File: config.mk
export PLATFORM = sky130hd
export DESIGN_NAME = gn2_addr
export DESIGN_NICKNAME = d
export VERILOG_FILES = /design/src/sv/gn2_pkg.sv /design/src/sv/gn2_addr.sv
export SDC_FILE = /design/constraint.sdc
export NUM_CORES = 1
export LEC_CHECK = 0
export BUFFER_PORTS_ARGS = -buffer_cell sky130_fd_sc_hd__buf_2
export CORE_ASPECT_RATIO = 1.5
export CORE_UTILIZATION = 31
export DETAILED_ROUTE_END_ITERATION = 7
export HOLD_SLACK_MARGIN = 0.08
export SYNTH_ARGS = -nofsm -noshare
export SYNTH_HDL_FRONTEND = slang
export SYNTH_SLANG_ARGS = --single-unit
export TNS_END_PERCENT = 50
File: constraint.sdc
create_clock -name clk -period 8.53 [get_ports clk]
set_input_delay 0.853 -clock clk [delete_from_list [all_inputs] [get_ports clk]]
set_output_delay 0.853 -clock clk [all_outputs]
set_load 0.02 [all_outputs]
File: src/sv/gn2_pkg.sv
package gn2_pkg;

  // Field widths fixed by the item format.
  localparam int CELLW  = 6;
  localparam int IDXW   = 12;
  localparam int GW     = 16;
  localparam int NORMW  = 17;
  localparam int FRACW  = 16;
  localparam int CORDW  = NORMW + CELLW - FRACW;
  localparam int POSW   = NORMW + CELLW;
  localparam int SCALEW = 16;
  localparam int OUTW   = 16;
  localparam int CFGW   = 16;
  localparam int CFGIW  = 2;
  localparam int PRODW  = 34;
  localparam int DOTW   = 35;

  // Largest cell count a configuration write may set.
  localparam logic [CELLW-1:0] MAX_CELLS = 6'd63;
  localparam logic [CELLW-1:0] CELLS_RESET = 6'd1;
  localparam logic [SCALEW-1:0] SCALE_RESET = 16'd23757;

  typedef enum logic {
    OP_LOAD = 1'b0,
    OP_EVAL = 1'b1
  } op_t;

  typedef enum logic [CFGIW-1:0] {
    CFG_CELLS_X = 2'd0,
    CFG_CELLS_Y = 2'd1,
    CFG_SCALE   = 2'd2
  } cfg_idx_t;

  // Per-point control that travels beside the corner data.
  typedef struct packed {
    logic             vld;
    logic             eval;
    logic             oog;
    logic [FRACW-1:0] fx;
    logic [FRACW-1:0] fy;
  } pt_meta_t;

endpackage

File: src/sv/gn2_addr.sv
module gn2_addr #(
  parameter int STORE_DEPTH = 4096
) (
  input  logic                              clk,
  input  logic                              rst_n,
  input  logic                              adv,
  input  logic                              in_vld,
  input  logic                              in_op,
  input  logic [gn2_pkg::IDXW-1:0]          in_corner_index,
  input  logic signed [gn2_pkg::GW-1:0]     in_grad_x,
  input  logic signed [gn2_pkg::GW-1:0]     in_grad_y,
  input  logic [gn2_pkg::NORMW-1:0]         in_norm_x,
  input  logic [gn2_pkg::NORMW-1:0]         in_norm_y,
  input  logic [gn2_pkg::CELLW-1:0]         cells_x,
  input  logic [gn2_pkg::CELLW-1:0]         cells_y,
  output gn2_pkg::pt_meta_t                 meta,
  output logic [$clog2(STORE_DEPTH)-1:0]    rd_addr [4],
  output logic                              wr_en,
  output logic [$clog2(STORE_DEPTH)-1:0]    wr_addr,
  output logic [2*gn2_pkg::GW-1:0]          wr_data
);
  import gn2_pkg::*;

  localparam int AW   = $clog2(STORE_DEPTH);
  localparam int RW   = ((AW > IDXW) ? AW : IDXW) + 1;
  localparam int KSH  = 24;
  localparam int MREC = ((1 << KSH) + STORE_DEPTH - 1) / STORE_DEPTH;
  localparam int MULW = IDXW + KSH + 1;

  // Stage 1: scale the coordinates by the cell counts.
  logic                    a1_v_r, a1_op_r;
  logic [IDXW-1:0]         a1_ci_r;
  logic [2*GW-1:0]         a1_g_r;
  logic [POSW-1:0]         a1_px_r, a1_py_r;

  always_ff @(posedge clk) begin
    if (!rst_n) begin
      a1_v_r <= 1'b0;
    end else if (adv) begin
      a1_v_r <= in_vld;
    end
  end

  always_ff @(posedge clk) begin
    if (adv) begin
      a1_op_r <= in_op;
      a1_ci_r <= in_corner_index;
      a1_g_r  <= {in_grad_y, in_grad_x};
      a1_px_r <= POSW'(in_norm_x) * POSW'(cells_x);
      a1_py_r <= POSW'(in_norm_y) * POSW'(cells_y);
    end
  end

  // Stage 2: grid check and index of the lower left corner.
  logic [CORDW-1:0]   a2_cx, a2_cy;
  logic [2*CORDW-1:0] a2_lin;
  logic               a2_v_r, a2_op_r, a2_oog_r;
  logic [IDXW-1:0]    a2_ci_r, a2_i00_r;
  logic [2*GW-1:0]    a2_g_r;
  logic [FRACW-1:0]   a2_fx_r, a2_fy_r;

  always_comb begin
    a2_cx  = a1_px_r[POSW-1:FRACW];
    a2_cy  = a1_py_r[POSW-1:FRACW];
    a2_lin = (2*CORDW)'(a2_cy) * (2*CORDW)'({1'b0, cells_x} + 7'd1) + (2*CORDW)'(a2_cx);
  end

  always_ff @(posedge clk) begin
    if (!rst_n) begin
      a2_v_r <= 1'b0;
    end else if (adv) begin
      a2_v_r <= a1_v_r;
    end
  end

  always_ff @(posedge clk) begin
    if (adv) begin
      a2_op_r  <= a1_op_r;
      a2_ci_r  <= a1_ci_r;
      a2_g_r   <= a1_g_r;
      a2_fx_r  <= a1_px_r[FRACW-1:0];
      a2_fy_r  <= a1_py_r[FRACW-1:0];
      a2_oog_r <= (a2_cx >= {1'b0, cells_x}) || (a2_cy >= {1'b0, cells_y});
      a2_i00_r <= a2_lin[IDXW-1:0];
    end
  end

  // Stage 3: the four corner indices.
  logic [IDXW-1:0]  a3_row;
  logic             a3_v_r, a3_op_r, a3_oog_r;
  logic [IDXW-1:0]  a3_ci_r;
  logic [2*GW-1:0]  a3_g_r;
  logic [FRACW-1:0] a3_fx_r, a3_fy_r;
  logic [IDXW-1:0]  a3_idx_r [4];

  assign a3_row = IDXW'(cells_x) + IDXW'(1);

  always_ff @(posedge clk) begin
    if (!rst_n) begin
      a3_v_r <= 1'b0;
    end else if (adv) begin
      a3_v_r <= a2_v_r;
    end
  end

  always_ff @(posedge clk) begin
    if (adv) begin
      a3_op_r     <= a2_op_r;
      a3_ci_r     <= a2_ci_r;
      a3_g_r      <= a2_g_r;
      a3_fx_r     <= a2_fx_r;
      a3_fy_r     <= a2_fy_r;
      a3_oog_r    <= a2_oog_r;
      a3_idx_r[0] <= a2_i00_r;
      a3_idx_r[1] <= a2_i00_r + IDXW'(1);
      a3_idx_r[2] <= a2_i00_r + a3_row;
      a3_idx_r[3] <= a2_i00_r + a3_row + IDXW'(1);
    end
  end

  // Stage 4: quotient by the store depth, through a reciprocal multiply.
  logic             a4_v_r, a4_op_r, a4_oog_r;
  logic [IDXW-1:0]  a4_ci_r;
  logic [2*GW-1:0]  a4_g_r;
  logic [FRACW-1:0] a4_fx_r, a4_fy_r;
  logic [IDXW-1:0]  a4_idx_r [4];
  logic [IDXW-1:0]  a4_q_r [4];
  logic [MULW-1:0]  a4_prod [4];

  always_comb begin
    for (int k = 0; k < 4; k++) begin
      a4_prod[k] = MULW'(a3_idx_r[k]) * MULW'(MREC);
    end
  end

  always_ff @(posedge clk) begin
    if (!rst_n) begin
      a4_v_r <= 1'b0;
    end else if (adv) begin
      a4_v_r <= a3_v_r;
    end
  end

  always_ff @(posedge clk) begin
    if (adv) begin
      a4_op_r  <= a3_op_r;
      a4_ci_r  <= a3_ci_r;
      a4_g_r   <= a3_g_r;
      a4_fx_r  <= a3_fx_r;
      a4_fy_r  <= a3_fy_r;
      a4_oog_r <= a3_oog_r;
      for (int k = 0; k < 4; k++) begin
        a4_idx_r[k] <= a3_idx_r[k];
        a4_q_r[k]   <= a4_prod[k][KSH+IDXW-1:KSH];
      end
    end
  end

  // Remainder with a final correction gives the memory addresses.
  logic [RW-1:0] rem [4];
  logic [RW-1:0] wr_wide;

  always_comb begin
    for (int k = 0; k < 4; k++) begin
      rem[k] = RW'(a4_idx_r[k]) - RW'(a4_q_r[k]) * RW'(STORE_DEPTH);
      if (rem[k] >= RW'(STORE_DEPTH)) begin
        rem[k] = rem[k] - RW'(STORE_DEPTH);
      end
      rd_addr[k] = rem[k][AW-1:0];
    end
  end

  // A load writes at the same stage as the corner reads, so order is kept.
  assign wr_wide = RW'(a4_ci_r);
  assign wr_en   = adv && a4_v_r && (op_t'(a4_op_r) == OP_LOAD)
                   && (32'(a4_ci_r) < STORE_DEPTH);
  assign wr_addr = wr_wide[AW-1:0];
  assign wr_data = a4_g_r;

  always_comb begin
    meta.vld  = a4_v_r;
    meta.eval = (op_t'(a4_op_r) == OP_EVAL);
    meta.oog  = a4_oog_r;
    meta.fx   = a4_fx_r;
    meta.fy   = a4_fy_r;
  end

endmodule

==> results.md, run 1 <==
- Status: complete, no violations
- 1st-iter DRT viols: 698
- R2R Path Start: a1_py_r[21]
- Number of flops mapped to enable cells by yosys: ~430
- Clock insertion delay at the later pin of the skew report: 590 ps
- Vias in the first global route: 13100
- CP top delay family: adder cells
- Worst-path cell chain: buf_2, ha_1, nand3_1, xnor2_1, nand2b_1, fa_1, fa_1, inv_1, fa_1, inv_1, fa_1, inv_1, ha_1, o21a_1, o41ai_1, o21ai_0, xnor2_1
- Post-DP HPWL: between 30 and 40 mm
- Nets: 2126
- R2R cell count: 14
- Met2 Wirelength: 22.6 mm
- Grt total ovfl: 0
- Deepest clock path buffer count: 3
- Initial Util: 0.314
- Slew margin rel.: 0.333
- Synth Instances: 1519
- Post-synthesis sequential area ratio: 0.595
- Startpoint types: input port
- Final instance area: 25800 um^2
- Clk_skew: 9.37 ps
- Final Cycle Share: 0.633
- Most used cell, CP: fa_1
- Crit path DAT: around 5700 ps
- TNS Setup: 0 ps
- Tmin final: 5400 ps
- Syn Nets: roughly 1900
- Measured slew at the worst slew-check pin: 1000 ps
- Reg2reg setup slack: 4000 ps
- Hold Path Sink: a4_fy_r[8]
- Final setup fails: 0
- Synth warn: 0
- Worst Path Buf+Inv: 4
- Crit path capture type: flop
- Commonest non-fill, non-tap cells in the layout: 433 x edfxtp_1, 221 x buf_2, 204 x inv_1
- RD Place Congestion: 0.813
- Final wirelength: about 44 mm
- Die area: around 70000 um^2
- Share of cells above drive strength 1: 0.183
- Ys flop type: edfxtp_1
- Clock sinks: roughly 440
- Routed len/inst: between 15 and 20 um
- Clock slew at reported path FFs: 70 ps
- PostCTS Resize Cnt: 0
- Worst hold start: a3_fy_r[8]
- Top sig layer: met5
- Pre-antenna DRT Iters: 5
- Lkg Pwr: 10.5 nW
- CTS root buf: clkbuf_16
- Top-Level Pins: 223
- Total GRT Usage: 0.123
- Initial antenna violation count: 15
- Hold-fix buffers, CTS: 0
- Area growth syn-to-layout: 17.4%
- First-pass GRT wire length: 68.9 mm
- Die Width: roughly 220 um
- R2R Path End: a2_i00_r[11]
- Worst setup margin: around 3100 ps
- RSZ-0062 raised after global routing: false
- VDD IR max: approximately 0.29 mV
- H-Tree Depth: 2
- Required time worst endpoint: between 8000 and 9000 ps
- Max cap viols: 0
- Min-delay worst type: flop to flop
- Synth cell types: 62
- Met3 routed wirelength: 3.05 mm
- Fillcell total: 6671
- FP Rows: ~120
- Slowest-stage cell, CP: fa_1
- Area occupied by registers: 13100 um^2
- Largest net degree at the start of global routing: 188
- Max Fclk: between 150 and 200 MHz
- CTS buffer count: 47
- Instance area after placement: 24200 um^2
- Core area: 70100 um^2
- Final Max Tran Viols: 0
- Max stage delay on crit path: 520 ps
- Routed metal-1 wirelength: 16.5 mm
- Commonest non-fill, non-tap cell in the layout: edfxtp_1
- Final hold violation count: 0
- Via count: approximately 12000
- Area of the multi-input gates: 8040 um^2
- Pre-CTS WS: 2510 ps
- Via/cell ratio: 4.53
- Yosys reg bits: 437
- Asr flop ratio synth: 0
- Post-route ant nets: 0
- Synthesized cell area: ~22000 um^2
- Avg Synthesized Cell Area: 14.5 um^2
- Critical-path maximum fanout: 25
- PD cells: 326 nW/um^2
- Port bufs: 222
- Hold path depth: 0
- Postcts setup bufs: 0
- Number of remaining DRC errors: 0
- CTS tree: built
- Worst hold slack: 408 ps
- Crit Path Class: input port to flop
- Die height: ~330 um
==> cells by family after synthesis <==
| family | Yosys count | share of synthesized area |
|---|---|---|
| fa+ha+maj | 263 | 0.202 |
| compound gates | 137 | 0.0457 |
| xor+xnor | 71 | 0.0286 |
| mux | 6 | 0.00273 |
| buf+inv | 230 | 0.0398 |
| flops | 437 | 0.595 |
| simple gates | 375 | 0.0865 |
==> cell usage after synthesis, types with 16 or more instances <==
library cell	count	share of area
nor2b_1	24	0.0068
xnor2_1	49	0.020
edfxtp_1	433	0.59
nand3_1	17	0.0039
xor2_1	21	0.0084
nor2_1	27	0.0046
and2_1	106	0.030
a21o_1	16	0.0055
o21ai_0	22	0.0050
ha_1	110	0.063
clkbuf_1	23	0.0039
inv_1	204	0.035
a21oi_1	34	0.0077
nand2_1	152	0.026
fa_1	153	0.14
==> per-stage QoR <==
| step | utilization | total power, W | cells |
|---|---|---|---|
| finish | 0.368 | 0.00841 | 2717 |
| global route | 0.368 | 0.00905 | 2714 |
| CTS | 0.368 | 0.00858 | 2712 |
| detailed placement | 0.345 | 0.00637 | 2626 |
| global placement | 0.345 | 0.00628 | 2626 |
| floorplan | - | 0.00552 | 1519 |
==> where the power goes <==
part | switching, W | internal [W]
logic | 0.00173 | 0.00129
registers | 0.000200 | 0.00305
clock network | 0.000869 | 0.00127
==> registers in the layout (all words and copies together), names as in the netlist, 12 cells and up <==
| register | count |
|---|---|
| a2_i00_r | 12 |
| a1_ci_r | 12 |
| a3_fy_r | 16 |
| a4_idx_r | 48 |
| a3_ci_r | 12 |
| a3_fx_r | 16 |
| a3_g_r | 32 |
| a1_g_r | 32 |
| a4_fx_r | 16 |
| a3_idx_r | 48 |
| wr_data | 32 |
| a2_fx_r | 16 |
| a1_px_r | 23 |
| a2_ci_r | 12 |
| wr_addr | 12 |
| a2_fy_r | 16 |
| a2_g_r | 32 |
| a1_py_r | 23 |
| a4_fy_r | 16 |
==> final cells by class <==
cell class,instances,share of cell area
flip-flops and latches,437,0.507
multi-input cells,852,0.311
clock buffers,52,0.0463
repair buffers,226,0.0451
well taps,907,0.0439
inverters,204,0.0297
clock inverters,34,0.0168
diodes,5,0.000485
==> worst max-delay path by stage <==
stage | end | start | cells past startpoint
after floorplan | a2_i00_r[11] | cells_x[1] | 17
after global placement | a2_i00_r[11] | cells_x[0] | 17
after detailed placement | a2_i00_r[11] | cells_x[0] | 17
after CTS | a2_i00_r[11] | cells_x[0] | 17
after global routing | a2_i00_r[11] | cells_x[0] | 17
final | a2_i00_r[11] | cells_x[0] | 17
==> metal layers <==
metal,vias to the layer above,track usage
met5,-,0
met4,10,0.0518
li1,5702,-
met3,114,0.0316
met1,6115,0.137
met2,358,0.220
No activity file was read; power rests on OpenSTA's default activity.
==> run 2, diff against run 1 <==
Clock period 8.53 ns to 4.7 ns, I/O delays scaled along.
==> results.md, run 2 (synthesis gave the netlist of run 1 again) <==
- Max stage delay on crit path: 520 ps
- Max Fclk: 235 MHz
- Max cap viols: 0
- Final Max Tran Viols: 0
- Total GRT Usage: 0.123
- Area growth syn-to-layout: 22.1%
- Clock sinks: 437
- Worst hold slack: 140 ps
- First-pass GRT wire length: slightly below 70 mm
- RD Place Congestion: ~0.85
- FP Rows: between 100 and 150
- Vias in the first global route: 13500
- Clock insertion delay at the later pin of the skew report: 580 ps
- CTS root buf: clkbuf_16
- 1st-iter DRT viols: roughly 740
- PD cells: 587 nW/um^2
- Fin util: 0.383
- Required time worst endpoint: 5030 ps
- Via count: between 10000 and 15000
- Total Power: approximately 0.016 W
- Status: complete, no violations
- Most used cell, CP: inv_1
- Postcts setup bufs: 0
- Initial Util: 0.314
- Final Cycle Share: 0.905
- Slew margin rel.: 0.427
- Die height: 328 um
- PostCTS Resize Cnt: 0
- Crit path capture type: flop
- Via/cell ratio: 4.44
- Deepest clock path buffer count: 3
- Initial antenna violation count: 12
- Tmin final: 4250 ps
- Clk_skew: 11.6 ps
- Worst setup margin: 447 ps
- Nets: 2239
- TNS Setup: 0 ps
- Share of cells above drive strength 1: 0.209
- Min-delay worst type: input port to flop
- CTS tree: built
- Clock slew at reported path FFs: 70 ps
- Worst-path cell chain: inv_1, nor2_1, fa_1, inv_1, fa_1, inv_1, ha_1, inv_1, fa_1, inv_1, ha_1, nor2b_1, o21ai_0, nand2b_1, a21o_1, a21oi_1, o21ai_0, xor2_1
- Core area: approximately 70000 um^2
- Commonest non-fill, non-tap cells in the layout: 433 x edfxtp_1, 221 x buf_2, 204 x inv_1
- Top-Level Pins: 223
- Slowest-stage cell, CP: fa_1
- Final hold violation count: 0
- Post-route ant nets: 0
- Die Width: 219 um
- Routed len/inst: 15.4 um
- Pre-antenna DRT Iters: 5
- RSZ-0062 raised after global routing: false
- Crit path DAT: 4580 ps
- Port bufs: 222
- Largest registers: a3_idx_r: 48 flops, a4_idx_r: 48 flops
- Startpoint types: flop
- Grt total ovfl: 0
- Final setup fails: 0
- Commonest non-fill, non-tap cell in the layout: edfxtp_1
- CTS buffer count: 44
- H-Tree Depth: 2
- Hold-fix buffers, CTS: between 40 and 50
- Measured slew at the worst slew-check pin: between 800 and 900 ps
- Lkg Pwr: between 10 and 15 nW
- Crit Path Class: flop to flop
- Critical-path maximum fanout: 5
- Post-DP HPWL: 32.7 mm
- Pre-CTS WS: -86.0 ps
- Number of remaining DRC errors: 0
- VDD IR max: approximately 0.45 mV
- Die area: 72000 um^2
- Final wirelength: between 40 and 50 mm
- Largest net degree at the start of global routing: 111
-- run 2: critical path, delay by kind of cell, from the launching register on --
family / cells / cell delay (ps)
buffers and inverters: 5 / 500
DFF: 1 / 490
adders and majority gates: 5 / 1790
and+or+nand+nor: 3 / 360
xor gates and xnor gates: 1 / 150
AOI/OAI and AO/OA: 4 / 710
-- run 2: routing by layer --
layer / track usage / share of wire / up-vias
li1: - / - / 5922
met1: 0.139 / 0.39 / 6208
met2: 0.224 / 0.52 / 325
met3: 0.0274 / 0.063 / 96
met4: 0.0450 / 0.030 / 8
met5: 0 / 0.0013 / -
-- run 2: through the flow --
stage	cell area [um^2]	cells
after floorplan	22000	1519
after global placement	24800	2697
after global routing	26800	2828
final	26800	2829
after detailed placement	24800	2697
after CTS	26800	2824
-- run 2: report_power, final --
| part | switching, W | total (W) | internal [W] | leakage (nW) |
|---|---|---|---|---|
| registers | 0.000349 | 0.00588 | 0.00553 | 4.27 |
| clock network | 0.00153 | 0.00387 | 0.00235 | 0.781 |
| logic | 0.00323 | 0.00599 | 0.00277 | 5.99 |
| total | 0.00510 | 0.0157 | 0.0106 | 11.0 |
-- run 2: final cells by class --
class	instances	area, um^2
antenna	5	12.5
clock buffer	51	1160
clock inverter	31	460
fill	6583	43300
inverter	204	766
multi-input combinational	852	8040
sequential	437	13100
tap	907	1130
timing repair buffer	342	2180
-- run 2: final timing paths --
kind              slack, ps            to        start  cells past startpoint
setup reg to reg        450  a2_i00_r[10]  a1_py_r[16]                     18
hold reg to reg         410   a3_fy_r[13]  a2_fy_r[13]                      0
setup / recovery        450  a2_i00_r[10]  a1_py_r[16]                     18
hold / removal          140        a3_v_r        rst_n                      2
==> run 3, diff against run 2 <==
Settings changed: PLACE_DENSITY_LB_ADDON set to 0.08.
==> results.md, run 3 (synthesis gave the netlist of run 1 again) <==
- Max cap viols: 0
- RD Place Congestion: 0.780
- Pre-antenna DRT Iters: 5
- R2R cell count: 12
- H-Tree Depth: 2
- Core area: between 70000 and 80000 um^2
- Deepest clock path buffer count: 3
- Final Cycle Share: 0.912
- Crit path from: cells_x[1]
- Worst path depth: 15
- CTS buffer count: 44
- Startpoint types: input port
- Reg2reg setup slack: approximately 540 ps
- Total GRT Usage: 0.132
- Met2 Wirelength: 24.1 mm
- Initial Util: 0.314
- Clock slew at reported path FFs: 60 ps
- Required time worst endpoint: 5040 ps
- Final wirelength: 46.7 mm
- 1st-iter DRT viols: 579
- Clock insertion delay at the later pin of the skew report: 580 ps
- Top sig layer: met5
- Min-delay worst type: input port to flop
- Largest registers: a3_idx_r: 48 flops, a4_idx_r: 48 flops
- CTS tree: built
- Lkg Pwr: between 10 and 15 nW
- CTS root buf: clkbuf_16
- Via count: 12500
- Vias in the first global route: 13600
- Routed metal-1 wirelength: approximately 18 mm
- Commonest non-fill, non-tap cell in the layout: edfxtp_1
- Commonest non-fill, non-tap cells in the layout: 433 x edfxtp_1, 221 x buf_2, 204 x inv_1
- Die area: 72000 um^2
- Crit path capture type: flop
- Clock sinks: 437
- Nets: 2260
- Worst Path Buf+Inv: 2
- PD cells: just under 600 nW/um^2
- Instance area after placement: 25000 um^2
- Slew margin rel.: 0.408
- VDD IR max: 0.388 mV
- Via/cell ratio: 4.39
- Routed len/inst: 16.4 um
- Critical-path maximum fanout: 7
- Tmin final: between 4000 and 5000 ps
- CP top delay family: adder cells
- First-pass GRT wire length: 73.4 mm
- Worst-path cell chain: buf_2, ha_1, xor2_1, nand2_1, fa_1, fa_1, fa_1, fa_1, inv_1, ha_1, nor2b_1, o21a_1, o41ai_2, o21ai_0, xnor2_1
- Crit Path Class: input port to flop
- Die Width: ~220 um
- Measured slew at the worst slew-check pin: between 800 and 900 ps
- Final hold violation count: 0
- Clk_skew: approximately 22 ps
- Grt total ovfl: 0
- Die height: 328 um
- Area growth syn-to-layout: 22.3%
- Initial antenna violation count: 7
- Max Fclk: 233 MHz
- Final setup fails: 0
- R2R Path Start: a1_py_r[18]
- Port bufs: 222
- Top-Level Pins: 223
- Max stage delay on crit path: around 540 ps
- Post-route ant nets: 0
- Met3 routed wirelength: roughly 2.8 mm
- Final instance area: 26900 um^2
- Most used cell, CP: fa_1
- Post-DP HPWL: 34.8 mm
- Share of cells above drive strength 1: 0.211
- Number of remaining DRC errors: 0
- R2R Path End: a2_i00_r[11]
- TNS Setup: 0 ps
- Setup crit end: a2_i00_r[11]
- Final Max Tran Viols: 0
- Status: complete, no violations
- Slowest-stage cell, CP: fa_1
- Crit path DAT: 4620 ps
- Largest net degree at the start of global routing: 135
- RSZ-0062 raised after global routing: false
- FP Rows: 119
run 3: timing repair:
action | in CTS | in global routing
hold endpoints to repair | 45 | 0
setup buffers | 0 | 0
gates resized for setup | 0 | 0
hold buffers | 45 | 0
run 3: layout make-up:
| type | count | area [um^2] |
|---|---|---|
| well taps | 907 | 1130 |
| multi-input cells | 852 | 8040 |
| clock inverters | 32 | 355 |
| clock buffers | 48 | 1120 |
| repair buffers | 363 | 2390 |
| flip-flops and latches | 437 | 13100 |
| inverters | 204 | 766 |
| diodes | 2 | 5.00 |
| fillers | 6712 | 43200 |
run 3: stage by stage:
| step | util | instances | power [W] | setup WS [ps] | hold WS, ps |
|---|---|---|---|---|---|
| final | 0.384 | 2845 | 0.0157 | 415 | 145 |
| after global routing | 0.384 | 2845 | 0.0170 | 186 | 129 |
| after CTS | 0.383 | 2843 | 0.0161 | 417 | 104 |
| after detailed placement | 0.356 | 2718 | 0.0123 | -227 | 405 |
| after global placement | 0.356 | 2718 | 0.0122 | -101 | 400 |
| after floorplan | - | 1519 | 0.0101 | -26.9 | 400 |
run 3: per-layer routing:
layer  GRT usage  vias up
li1            -     5965
met1       0.146     6170
met2       0.241      277
met3      0.0311       80
met4      0.0525        6
met5           0        -
run 3: power breakdown:
group / switching [W] / internal (W) / total, W
clock network: 0.00152 / 0.00211 / 0.00363
logic: 0.00325 / 0.00293 / 0.00618
registers: 0.000339 / 0.00553 / 0.00587
run 3: worst min-delay path by stage:
stage / to / cells after the start / slack (ps) / start
6_report: a4_v_r / 2 / 150 / rst_n
5_1_grt: a4_v_r / 2 / 130 / rst_n
4_1_cts: a4_v_r / 2 / 100 / rst_n
3_5_place_dp: a2_ci_r[4] / 0 / 400 / a1_ci_r[4]
3_3_place_gp: a2_ci_r[3] / 0 / 400 / a1_ci_r[3]
2_1_floorplan: a2_ci_r[0] / 0 / 400 / a1_ci_r[0]
